<file path="src/hdl/assert_macros.svh">
// Assertion helpers for the RTL files; only pts_back includes them.
`ifndef ASSERT_MACROS_SVH
`define ASSERT_MACROS_SVH

// Concurrent assertion on a clock, switched off while reset is high.
`define ASSERT_CLK(lbl, clk, rst, prop, msg) \
   lbl: assert property (@(posedge clk) disable iff (rst) prop) else $error(msg);

// Concurrent assertion that is also checked during reset.
`define ASSERT_ALWAYS(lbl, clk, prop, msg) \
   lbl: assert property (@(posedge clk) prop) else $error(msg);

`endif

</file>
<file path="src/hdl/pts_pkg.sv">
`default_nettype none
package pts_pkg;
   localparam int MAX_TOKENS_DEF = 32768;
   localparam int FRAC_BITS      = 16;
   localparam int PROB_W         = FRAC_BITS + 1;
   localparam int COIN_W         = 24;
   localparam int CFG_W          = 64;
   localparam int IDX_W          = 15;
   localparam int REQ_DATA_W     = 24;
   localparam int RSP_DATA_W     = 16;
   localparam int CSR_IDX_W      = 1;

   localparam logic [PROB_W-1:0] ONE         = PROB_W'(1) << FRAC_BITS;
   localparam logic [PROB_W-1:0] TOP_P_RESET = 17'd58982;
   localparam logic [CFG_W-1:0]  SEED_RESET  = 64'd1;
   localparam logic [63:0]       XS_MULT     = 64'h2545F4914F6CDD1D;
   localparam int SH_A = 12;
   localparam int SH_B = 25;
   localparam int SH_C = 27;

   localparam logic [CSR_IDX_W-1:0] REG_TOP_P    = 1'b0;
   localparam logic [CSR_IDX_W-1:0] REG_RNG_SEED = 1'b1;

   typedef struct packed {
      logic                 we;
      logic [CSR_IDX_W-1:0] index;
      logic [CFG_W-1:0]     wdata;
   } csr_wr_type;
endpackage
`default_nettype wire

</file>
<file path="src/hdl/pts_front.sv">
`default_nettype none
module pts_front #(
   parameter int MAX_TOKENS = pts_pkg::MAX_TOKENS_DEF
) (
   input  wire logic                                clock,
   input  wire logic                                reset,
   input  wire logic                                req_tvalid,
   output logic                                     req_tready,
   input  wire logic [pts_pkg::REQ_DATA_W-1:0]      req_tdata,
   input  wire logic                                req_tlast,
   output logic                                     wr_en,
   output logic      [$clog2(MAX_TOKENS)-1:0]       wr_addr,
   output logic      [pts_pkg::PROB_W-1:0]          wr_data,
   output logic                                     job_push,
   output logic      [$clog2(MAX_TOKENS+1)-1:0]     job_n,
   input  wire logic                                job_full,
   input  wire logic                                done
);
   import pts_pkg::*;

   localparam int AW = $clog2(MAX_TOKENS);
   localparam int CW = $clog2(MAX_TOKENS + 1);
   localparam logic [CW-1:0] MAX_N = CW'(MAX_TOKENS);

   logic [CW-1:0] count_ff;
   logic          wait_ff;
   logic          accept, room;

   // The store is owned by the back end while a vector is sampled.
   assign req_tready = !wait_ff && !job_full;
   assign accept     = req_tvalid && req_tready;
   assign room       = (count_ff < MAX_N);

   assign wr_en    = accept && room;
   assign wr_addr  = count_ff[AW-1:0];
   assign wr_data  = req_tdata[PROB_W-1:0];
   assign job_push = accept && req_tlast;
   assign job_n    = count_ff + {{(CW-1){1'b0}}, room};

   always_ff @(posedge clock) begin
      if (reset) begin
         count_ff <= '0;
         wait_ff  <= 1'b0;
      end else begin
         if (job_push) begin
            count_ff <= '0;
            wait_ff  <= 1'b1;
         end else if (wr_en) begin
            count_ff <= count_ff + 1'b1;
         end
         if (done) wait_ff <= 1'b0;
      end
   end
endmodule
`default_nettype wire

</file>
<file path="config.mk">
export PLATFORM = sky130hd
export DESIGN_NAME = pts_front
export DESIGN_NICKNAME = d
export VERILOG_FILES = /design/src/hdl/assert_macros.svh /design/src/hdl/pts_pkg.sv /design/src/hdl/pts_front.sv
export SDC_FILE = /design/constraint.sdc
export NUM_CORES = 1
export LEC_CHECK = 0
export ABC_CLOCK_PERIOD_IN_PS = 2700
export BUFFER_PORTS_ARGS = -buffer_cell sky130_fd_sc_hd__buf_4
export CORE_MARGIN = 5
export CORE_UTILIZATION = 46
export CTS_CLUSTER_DIAMETER = 80
export DETAILED_ROUTE_END_ITERATION = 10
export GPL_TIMING_DRIVEN = 0
export PLACE_DENSITY = 0.86
export SYNTH_ARGS = -nofsm -noshare
export SYNTH_HDL_FRONTEND = slang
export SYNTH_SLANG_ARGS = --single-unit
</file>
<file path="constraint.sdc">
create_clock -name clock -period 2.7 [get_ports clock]
set_input_delay 0 -clock clock [delete_from_list [all_inputs] [get_ports clock]]
set_output_delay 0 -clock clock [all_outputs]
set_load 0.01 [all_outputs]
</file>
==> impl_metrics.ini <==
[yosys]
syn_nets = 192
syn_area_mm2 = 0.00127
async_flop_share_pct = 0
yosys.area.top_type_share_pct = 26.8
synthMuxAreaShare_pct = 0
ys_seq_area_share_pct = 26.8
yosysWarnings = 0
netlist_top_cells_count = buf_4 (34), dfxtp_1 (17), nor2_1 (17), xnor2_1 (16), nand2_1 (10)
synth_edf_count = 0
synth_top_area_cell = dfxtp_1
synthSimpleGateAreaFrac_pct = 24.3
ys_types = 27
synth-xor-area-share_pct = 16.6
synth_seq_cells = 17
synth-main-ff-cell = dfxtp_1
syn_avg_cell_area_um2 = 7.99
synthTopCellsByArea = dfxtp_1 (27%), buf_4 (20%), xnor2_1 (11%)
netlist_instances = 159
yosysMostFrequentCell = buf_4
synth_top_family_by_area = buffers and inverters
synth_compound_area_share_pct = 4.14
synth-adder-area-share_pct = 2.96

[timing]
worst_pin_slew_ps = 618
slew_headroom_pct = 58.5
hold_slack_ps = 176
worst_slack_ps = 472
skew_ps = 7.45
setup_viol = 0
final-hold-violation-count = 0
finalCritPeriodShare_pct = 82.5
rsz0062_at_grt = false
tns_ps = 0
drv_slew = 0
max_freq_ghz = 0.449
min_period_ps = 2230

[cts]
insertion_delay_ps = 300
cts_buffers = 3
path_clk_slew_ps = 100
numClockSinks = 17
cts_resized = 0
cts_tree = done
clock_path_buffers = 2
htreeDepth = 1
cts-root-buf = clkbuf_4

[critical_path]
cp-end-kind = output port
critPathMostFrequentCell = ha_1
crit_start = count_ff[0]$_SDFFE_PP0P_
cp.required_ps = 2700
path_max_fanout = 5
crit_type = flop to output port
cp_cell_sequence = ha_1 -> ha_1 -> inv_1 -> nor3_1 -> nand4_1 -> xnor2_1 -> buf_4
crit_arrival_ps = 2230
critPathSlowestCell = nor3_1
timing.rr.start = count_ff[1]$_SDFFE_PP0P_
setup.worst_path.start_class = flop
cpPeakStageDelay_ps = 540

[global_routing]
antenna_found_initial = 0
grt_pass1_vias = 1136
grt_pass1_wl_um = 4670
grtUsageTotal_pct = 14.2
grt_max_degree = 11
grt-ovfl-total = 0

[route]
num_vias = 1208
firstDrtPassIters = 4
drc = 0
vias_per_cell = 4.79
wl_um = 2810
drtIter0Drc = 19
ant_nets = 0
wl_per_cell_um = 11.2

[place]
io_buffers = 56
pre_cts_slack_ps = 723
place.gp.congestion = 0.835
placed_area_mm2 = 0.00173
placed_cells = 246
dp_hpwl_um = 2270

[floorplanning]
initial_core_util_pct = 46.9
std_cell_rows = 19
die_area_mm2 = 0.00391
fp.dieH_um = 62.5
dieWidth_um = 62.5
core_area_mm2 = 0.00271
num_io_pins = 81

[hold_path]
min-delay-path-class = input pin to output port
worstHoldStart = req_tdata[16]

[pwr]
p_leak_nw = 0.851
powerDensity_mw_per_mm2 = 273
irDropWorstVdd_v = 0.000311
total_power_mw = 0.485

[outcome]
status = completed

[finish]
nNetsFinal = 255
drive_gt1_share_pct = 45.7
multi_input_area_um2 = 609
seq_area_um2 = 340
syn2layout_area_growth_pct = 39.9
diodes = 0
finish.utilization_pct = 65.6
postLayoutCellArea_mm2 = 0.00178
nFillCells = 254
finalNonFillerCells = 252

[flow_run]
cap_violations = 0
-- final cells by class --
cell class | instances | area share [%]
Buffer | 40 | 17.0
Sequential cell | 17 | 19.2
Timing Repair Buffer | 58 | 24.8
Multi-Input combinational cell | 97 | 34.3
Clock inverter | 1 | 0.282
Clock buffer | 3 | 1.27
Inverter | 5 | 1.06
Tap cell | 31 | 2.18
-- power by group --
part,internal (mW),total (mW),switching [mW]
clock network,0.0553,0.140,0.0846
logic,0.0553,0.0902,0.0350
registers,0.253,0.255,0.00280
total,0.363,0.485,0.122
-- what timing repair did --
action / 4_1_cts / 5_1_grt
setup buffers: 0 / 0
hold buffers: 2 / 0
hold endpoints to repair: 1 / 0
-- registers in the layout, indices dropped and copies added (netlist names) --
signal    cells
count_ff     16
wait_ff       1
-- layout by cell type (no fill, tap or decap), types with 3 or more instances in the layout --
master,netlist,layout
a21oi_1,6,6
buf_4,34,90
clkbuf_4,0,3
dfxtp_1,17,17
ha_1,3,3
inv_1,5,5
nand2_1,10,10
nand3_1,6,6
nand4_1,6,6
nor2_1,17,17
nor3_1,7,7
o21ai_0,3,3
or3_1,3,3
xnor2_1,16,16
xor2_1,8,8
-- routing by layer --
metal / global-route usage, % / wire [um] / share of wire, %
met1: 16.6 / 1170 / 42
met2: 22.8 / 1300 / 46
met3: 5.40 / 258 / 9.2
met4: 6.90 / 77 / 2.7
met5: 0 / 0 / 0
-- critical path, delay by kind of cell, from the launching register on --
| kind | cells | cell delay [ps] |
|---|---|---|
| xor gates and xnor gates | 1 | 170 |
| adders and majority gates | 2 | 400 |
| buffers and inverters | 2 | 220 |
| DFF | 1 | 430 |
| and+or+nand+nor | 2 | 730 |
-- worst paths after layout --
check / slack (ps) / cells after the start / to
setup / recovery: 470 / 7 / job_n[14]
hold / removal: 180 / 2 / wr_data[16]
setup reg to reg: 710 / 6 / count_ff[14]$_SDFFE_PP0P_
hold reg to reg: 550 / 2 / count_ff[1]$_SDFFE_PP0P_
-- cells by family (layout without fill, tap and decap cells) --
| kind of cell | after synthesis | count (layout) |
|---|---|---|
| xor+xnor | 24 | 24 |
| buf+inv | 45 | 107 |
| compound gates | 10 | 10 |
| flops | 17 | 17 |
| fa+ha+maj | 3 | 3 |
| simple gates | 60 | 60 |
No activity file was read; power rests on OpenSTA's default activity.
