--- src/hdl/assert_macros.svh ---
// Assertion helpers for the RTL files; only pts_back includes them.
`ifndef ASSERT_MACROS_SVH
`define ASSERT_MACROS_SVH

// Concurrent assertion on a clock, switched off while reset is high.
`define ASSERT_CLK(lbl, clk, rst, prop, msg) \
   lbl: assert property (@(posedge clk) disable iff (rst) prop) else $error(msg);

// Concurrent assertion that is also checked during reset.
`define ASSERT_ALWAYS(lbl, clk, prop, msg) \
   lbl: assert property (@(posedge clk) prop) else $error(msg);

`endif

--- src/hdl/pts_job_fifo.sv ---
`default_nettype none
module pts_job_fifo #(
   parameter int WIDTH = 16
) (
   input  wire logic             clock,
   input  wire logic             reset,
   input  wire logic             push,
   input  wire logic [WIDTH-1:0] din,
   output logic                  full,
   input  wire logic             pop,
   output logic      [WIDTH-1:0] dout,
   output logic                  valid
);
   logic [WIDTH-1:0] slot_ff [2];
   logic             wptr_ff, rptr_ff;
   logic [1:0]       count_ff;
   logic             do_push, do_pop;

   assign full    = (count_ff == 2'd2);
   assign valid   = (count_ff != 2'd0);
   assign do_push = push && !full;
   assign do_pop  = pop && valid;
   assign dout    = slot_ff[rptr_ff];

   always_ff @(posedge clock) begin
      if (do_push) begin
         slot_ff[wptr_ff] <= din;
      end
      if (reset) begin
         wptr_ff  <= 1'b0;
         rptr_ff  <= 1'b0;
         count_ff <= 2'd0;
      end else begin
         if (do_push) wptr_ff <= !wptr_ff;
         if (do_pop)  rptr_ff <= !rptr_ff;
         count_ff <= count_ff + {1'b0, do_push} - {1'b0, do_pop};
      end
   end
endmodule
`default_nettype wire

--- config.mk ---
export PLATFORM = sky130hd
export DESIGN_NAME = pts_job_fifo
export DESIGN_NICKNAME = d
export VERILOG_FILES = /design/src/hdl/assert_macros.svh /design/src/hdl/pts_job_fifo.sv
export SDC_FILE = /design/constraint.sdc
export NUM_CORES = 1
export LEC_CHECK = 0
export ABC_CLOCK_PERIOD_IN_PS = 4800
export BUFFER_PORTS_ARGS = -buffer_cell sky130_fd_sc_hd__buf_2
export CAP_MARGIN = 20
export CORE_AREA = 2 2 62 64
export DETAILED_ROUTE_END_ITERATION = 7
export DIE_AREA = 0 0 64 66
export GPL_ROUTABILITY_DRIVEN = 0
export HOLD_SLACK_MARGIN = 0.03
export PLACE_DENSITY = 0.65
export SLEW_MARGIN = 20
export SYNTH_ARGS = -nofsm -noshare
export SYNTH_HDL_FRONTEND = slang
export SYNTH_SLANG_ARGS = --single-unit
--- constraint.sdc ---
create_clock -name clock -period 4.8 [get_ports clock]
set_input_delay 0.48 -clock clock [delete_from_list [all_inputs] [get_ports clock]]
set_output_delay 0.48 -clock clock [all_outputs]
set_load 0.005 [all_outputs]
==> impl_metrics.yaml, run 1 <==
synthesis:
  yosysTopAreaCellShare: 0.6919
  yosys-top-cells-area: "edfxtp_1 69%, mux2_1 12%, dfxtp_1 7.2%"
  post-synth-top-area-cell: "edfxtp_1"
  synth_warnings: 0
  syn_nets: 98
  ys_ff_latch: 37
  synth_edf_count: 32
  syn_area_sq_um: 1389
  yosysSeqAreaShare: 0.7640
  avgSynthCellArea_sq_um: 18.27
  synthCells: 76
  ys_types: 21
  synthArstFlopShare: 0
  synth_flop_cell: "edfxtp_1"
critical_path:
  worstSetupEndpointType: "output port"
  r2r-start: "count_ff[0]"
  crit_arrival_ps: 1670
  worstReg2RegEnd: "slot_ff[0][15]"
  reg2reg_slack_ps: 3030
  critPathMaxStageDelay_ps: 810
  crit_buf_inv: 1
  path_cells: "mux2_1 > buf_2"
  cp_max_fo: 16
  reg2regPathDepth: 4
  cp-start-kind: "register"
  slowest_stage: "dfxtp_1"
  cpLargestDelayFamily: "flip-flops"
  path_class: "reg2out"
  required_ps: 4320
die:
  die_x_um: 64
  fp-row-count: 22
  start_util: 0.3911
  io_pins: 38
  die-area_sq_um: 4224
  coreArea_sq_um: 3551
  die_h_um: 66
global_routing:
  grt_max_degree: 17
  grt_pass1_vias: 743
  grt_antenna_before_repair: 0
  grt_pass1_wl_mm: 3.401
  grt_overflow: 0
  grt_use_total: 0.1116
place:
  hpwlAfterDp_mm: 1.443
  post_dp_cell_area_sq_um: 1622
  portBuffers: 37
min_path:
  holdPathStages: 1
  hold_end: "slot_ff[1][5]"
  hp-start: "din[5]"
  hp-class: "in2reg"
clocking:
  cts_hold_buf: 0
  cts_resized: 0
  cts_tree: "done"
  htreeDepth: 2
  clk_pin_slew_worst_paths_ps: 100
  clock_sinks: 37
  cts_root_buf: "clkbuf_4"
  clockBufferDepth: 2
  post_cts_buffers: 0
  cts_inserted_buffers: 5
  clk-insertion-delay-late_ps: 320
timing:
  setup_viol: 0
  setup_tns_ps: 0
  slew_violations: 0
  rsz0062_at_grt: "no"
  hold_viol: 0
  tightest_slew_ps: 734.8
  skew_ps: 6.186
  holdWs_ps: 339.2
  clock.fmax_mhz: 465.6
  max_slew_margin: 0.5095
  post-route-period-util: 0.4474
  fin_crit_ps: 2148
power_and_ir_drop:
  power_density_nw_per_um2: 454.0
  p_leak_uw: 0.0006641
  p_comb_frac: 0.235
  power_frac_clock: 0.194
  max-vdd-ir-drop_mv: 0.2192
  seq_power_share: 0.572
  p_switching_uw: 206.6
  p_int_uw: 552.3
  p_sw_frac: 0.2723
final_layout:
  insertedDiodeCount: 0
  final_core_utilization: 0.4708
  final_area_sq_um: 1672
  area_growth_pct: 20.36
  drive_gt1_frac: 0.4118
  fin_nets: 140
routing:
  drtAntennaViolNets: 0
  remaining_drc_errors: 0
  drt-total-wl_mm: 2.125
  drt_iter0_drc: 13
  vias_per_cell: 4.437
  num_vias: 741
  dr.pass1.iters: 4
  drt-wirelength-per-cell_um: 12.72
status:
  status: "completed"
flow_run:
  maxCapViolCount: 0
## Yosys cell counts, types with 2 or more instances
cell type,number
edfxtp_1,32
nor2_1,3
inv_1,3
mux2_1,15
dfxtp_1,5
xnor2_1,2
ha_1,2
## state kept, by name, summed over array words and instances, names as in the netlist, named ones only
| register | count |
|---|---|
| count_ff | 2 |
| slot_ff | 32 |
| wptr_ff | 1 |
| rptr_ff | 1 |
## layout make-up
type                       count  area, sq um
inverter                       4        15.01
sequential                    37         1061
fill                         311         1879
clock buffer                   5        37.54
clock inverter                 3        12.51
multi-input combinational     33        300.3
timing repair buffer          37        185.2
tap                           48        60.06
## how the worst max path moves through the flow
stage	to	slack, ps	depth (start not counted)
after detailed placement	slot_ff[0][6]	2920	4
after floorplan	slot_ff[0][0]	3230	3
final	dout[12]	2650	2
after CTS	dout[1]	2610	2
after global placement	slot_ff[0][6]	2980	4
after global routing	dout[1]	2530	2
## cells in the final DEF, fill, tap and decap left out
| cell type | n |
|---|---|
| a21oi_1 | 1 |
| and3_2 | 1 |
| buf_2 | 37 |
| clkbuf_4 | 5 |
| clkinv_1 | 2 |
| clkinv_2 | 1 |
| dfxtp_1 | 5 |
| edfxtp_1 | 32 |
| ha_1 | 2 |
| inv_1 | 3 |
| inv_2 | 1 |
| mux2_1 | 15 |
| mux2_2 | 1 |
| nand2_1 | 1 |
| nand2b_2 | 1 |
| nor2_1 | 3 |
| nor2b_1 | 1 |
| o21a_2 | 1 |
| o21ai_0 | 1 |
| or2_2 | 1 |
| or3_1 | 1 |
| xnor2_1 | 2 |
| xor2_1 | 1 |
## power groups by stage
stage               logic, uW  registers, uW  clock network (uW)
global placement          177            440                   0
CTS                       183            435                 154
finish                    178            434                 147
floorplan                 129            420                   0
detailed placement        181            443                   0
global route              199            441                 167
## cell families (layout without fill, tap and decap cells)
logic type / after synthesis / count (layout) / synth area share
AO/OA/AOI/OAI: 3 / 3 / 0.01351
XOR/XNOR: 3 / 3 / 0.01892
adder cells (fa/ha/maj): 2 / 2 / 0.01802
buffers and inverters: 6 / 49 / 0.01982
flip-flops: 37 / 37 / 0.7640
multiplexers: 16 / 16 / 0.1297
AND/OR/NAND/NOR: 9 / 9 / 0.03604
## through the flow
stage | total power [uW] | setup slack (ps) | instances
global route | 806.6 | 2531 | 167
floorplan | 549.1 | 3234 | 76
CTS | 772.0 | 2609 | 167
detailed placement | 623.4 | 2922 | 159
finish | 759.0 | 2652 | 167
global placement | 616.8 | 2975 | 159
## layer usage
layer  global-route usage  up-vias  routed length [um]
met5                    0        -                   0
met4              0.04891        0                  12
met2               0.1771       27                1022
met3              0.05622        2                 165
met1               0.1267      347                 924
li1                     -      365                   -
## worst register-to-register path, stage by stage (launching register included)
cell      delay, ps
dfxtp_1         390
nand2b_2        160
inv_2            40
or3_1           320
inv_1           500
(Power assumes the default switching activity.)
==> run 2, diff against run 1 <==
--- a/config.mk
+++ b/config.mk
@@ -5,15 +5,16 @@
 export SDC_FILE = /design/constraint.sdc
 export NUM_CORES = 1
 export LEC_CHECK = 0
-export ABC_CLOCK_PERIOD_IN_PS = 4800
+export ABC_AREA = 1
+export ABC_CLOCK_PERIOD_IN_PS = 2300
 export BUFFER_PORTS_ARGS = -buffer_cell sky130_fd_sc_hd__buf_2
 export CAP_MARGIN = 20
-export CORE_AREA = 2 2 62 64
+export CORE_AREA = 2 2 64 66
 export DETAILED_ROUTE_END_ITERATION = 7
-export DIE_AREA = 0 0 64 66
+export DIE_AREA = 0 0 66 68
 export GPL_ROUTABILITY_DRIVEN = 0
 export HOLD_SLACK_MARGIN = 0.03
-export PLACE_DENSITY = 0.65
+export PLACE_DENSITY = 0.63
 export SLEW_MARGIN = 20
 export SYNTH_ARGS = -nofsm -noshare
 export SYNTH_HDL_FRONTEND = slang
==> constraint.sdc (replaced) <==
create_clock -name clock -period 2.3 [get_ports clock]
set_input_delay 0.23 -clock clock [delete_from_list [all_inputs] [get_ports clock]]
set_output_delay 0.23 -clock clock [all_outputs]
set_load 0.005 [all_outputs]
==> run 2 against run 1 <==
Net effect:
- synthesized area up 5.0%
- cell count up 10%
- clock power rose to 4.3 times the previous value
- sequential share of layout area down 5.5 points
- setup slack worse by 2100 ps
- largest cell class unchanged
- largest power group unchanged
==> impl_metrics.yaml, run 2 <==
status:
  status: "completed"
clocking:
  clk-insertion-delay-late_ps: 280
  cts_resized: 0
  cts_hold_buf: 0
  htreeDepth: 2
  clockBufferDepth: 2
  clock_sinks: 37
  cts_tree: "done"
  cts_root_buf: "clkbuf_8"
  clk_pin_slew_worst_paths_ps: 70
  post_cts_buffers: 0
  cts_inserted_buffers: 5
global_routing:
  grt_antenna_before_repair: 0
  grt_pass1_vias: 800
  grt_use_total: 0.1132
  grt_pass1_wl_mm: 3.553
  grt_overflow: 0
  grt_max_degree: 17
final_layout:
  area_growth_pct: 25.58
  final_core_utilization: 0.4747
  fin_nets: 155
  regMostFlops: "slot_ff"
  final_common_cell: "buf_2"
  layout_common_cells: "37 x buf_2, 32 x edfxtp_1, 10 x mux2_4"
  drive_gt1_frac: 0.4776
  instances_no_fill: 184
  final_area_sq_um: 1831
  reg_top3: "slot_ff (32), count_ff (2)"
  largest_reg_flops: 32
  insertedDiodeCount: 0
routing:
  dr.pass1.iters: 4
  remaining_drc_errors: 0
  drt-wirelength-per-cell_um: 12.32
  drt-total-wl_mm: 2.267
  vias_per_cell: 4.402
  drtAntennaViolNets: 0
  drt_iter0_drc: 16
  num_vias: 810
power_and_ir_drop:
  max-vdd-ir-drop_mv: 0.4976
  power_density_nw_per_um2: 1114
  p_leak_uw: 0.0007764
  fin_total_pwr_uw: 2039
synthesis:
  synth_edf_count: 32
  avgSynthCellArea_sq_um: 16.56
  yosysSeqAreaShare: 0.7279
  yosysTopAreaCellShare: 0.6592
  ys_ff_latch: 37
  ys_types: 12
  synth_flop_cell: "edfxtp_1"
  synth_most_common_cell: "edfxtp_1"
  yosys-top-cells-area: "edfxtp_1 66%, mux2_4 10%, dfxtp_1 6.9%"
  post-synth-top-area-cell: "edfxtp_1"
  syn_nets: 110
  synthArstFlopShare: 0
  syn_area_sq_um: 1458
  synth_warnings: 0
  synth.cells.most_frequent: "32 x edfxtp_1, 10 x mux2_4, 9 x inv_1, 9 x nor2_1, 8 x nand2_1"
  synthCells: 88
die:
  die_x_um: 66
  fp-row-count: 23
  die_h_um: 68
  start_util: 0.3780
  die-area_sq_um: 4488
  io_pins: 38
  coreArea_sq_um: 3856
place:
  post_dp_cell_area_sq_um: 1697
  dp_cells: 176
  hpwlAfterDp_mm: 1.685
  portBuffers: 37
timing:
  skew_ps: 1.317
  slew_violations: 0
  fin_crit_ps: 1730
  rsz0062_at_grt: "no"
  post-route-period-util: 0.7522
  setup_tns_ps: 0
  hold_viol: 0
  setup_viol: 0
  clock.fmax_mhz: 578.0
  max_slew_margin: 0.5830
  tightest_slew_ps: 624.8
critical_path:
  cp_max_fo: 12
  required_ps: 2070
  cp-start-kind: "register"
  worstSetupEndpointType: "output port"
  reg2regPathDepth: 10
  crit_arrival_ps: 1500
  path_class: "reg2out"
min_path:
  hp-class: "in2reg"
  holdPathStages: 2
flow_run:
  maxCapViolCount: 0
==> run 2: cell types whose count changed in the layout (fill, tap and decap cells not counted), moves of 3 or more <==
cell,change
mux2_2,+5
buf_4,+3
clkbuf_8,+5
mux2_1,-15
mux2_4,+10
clkbuf_4,-5
nor2_1,+6
nand3_1,+3
inv_1,+6
nand2_1,+7
==> run 2: worst max-delay path, stage by stage (launching register included) <==
cell and delay [ps]:
dfxtp_1 450, buf_4 290, mux2_2 360, buf_2 120
==> run 2: per-layer routing <==
| layer | vias up | track usage | share of wire |
|---|---|---|---|
| met5 | - | 0 | 0 |
| met2 | 32 | 0.1831 | 0.48 |
| met4 | 0 | 0.06888 | 0.026 |
| met3 | 8 | 0.03947 | 0.078 |
| li1 | 403 | - | - |
| met1 | 367 | 0.1303 | 0.41 |
==> run 2: layout make-up <==
cell class / instances / area, sq um
timing repair buffer: 40 / 207.7
clock buffer: 5 / 68.82
sequential: 37 / 1061
tap: 50 / 62.56
inverter: 9 / 33.78
multi-input combinational: 40 / 331.6
clock inverter: 3 / 65.06
fill: 351 / 2026
==> run 2: final timing paths <==
check	start	end	slack [ps]
max	register	dout[0]	570
min	reset	count_ff[0]	110
max reg2reg	count_ff[0]	count_ff[1]	750
min reg2reg	wptr_ff	wptr_ff	520
==> run 2: metrics by stage <==
step / worst slack, ps / hold WS [ps]
after floorplan: 659.0 / 301.2
after global placement: 818.6 / 403.1
after global routing: 464.2 / 110.3
final: 569.9 / 109.2
after detailed placement: 755.3 / 407.1
after CTS: 538.0 / 102.1
==> run 2: cell families (layout without fill, tap and decap cells) <==
kind of cell,Yosys count,after routing,share of synthesized area
muxes,16,16,0.1494
and+or+nand+nor,20,20,0.05407
buffers and inverters,11,57,0.04463
adders and majority gates,2,2,0.01716
DFF,37,37,0.7279
AOI/OAI and AO/OA,2,2,0.006867
==> run 2: power by group <==
group          total, uW  internal (uW)  switching, uW
clock network        637            430            206
logic                501            259            242
registers            902            855           46.7
total               2040           1540            495
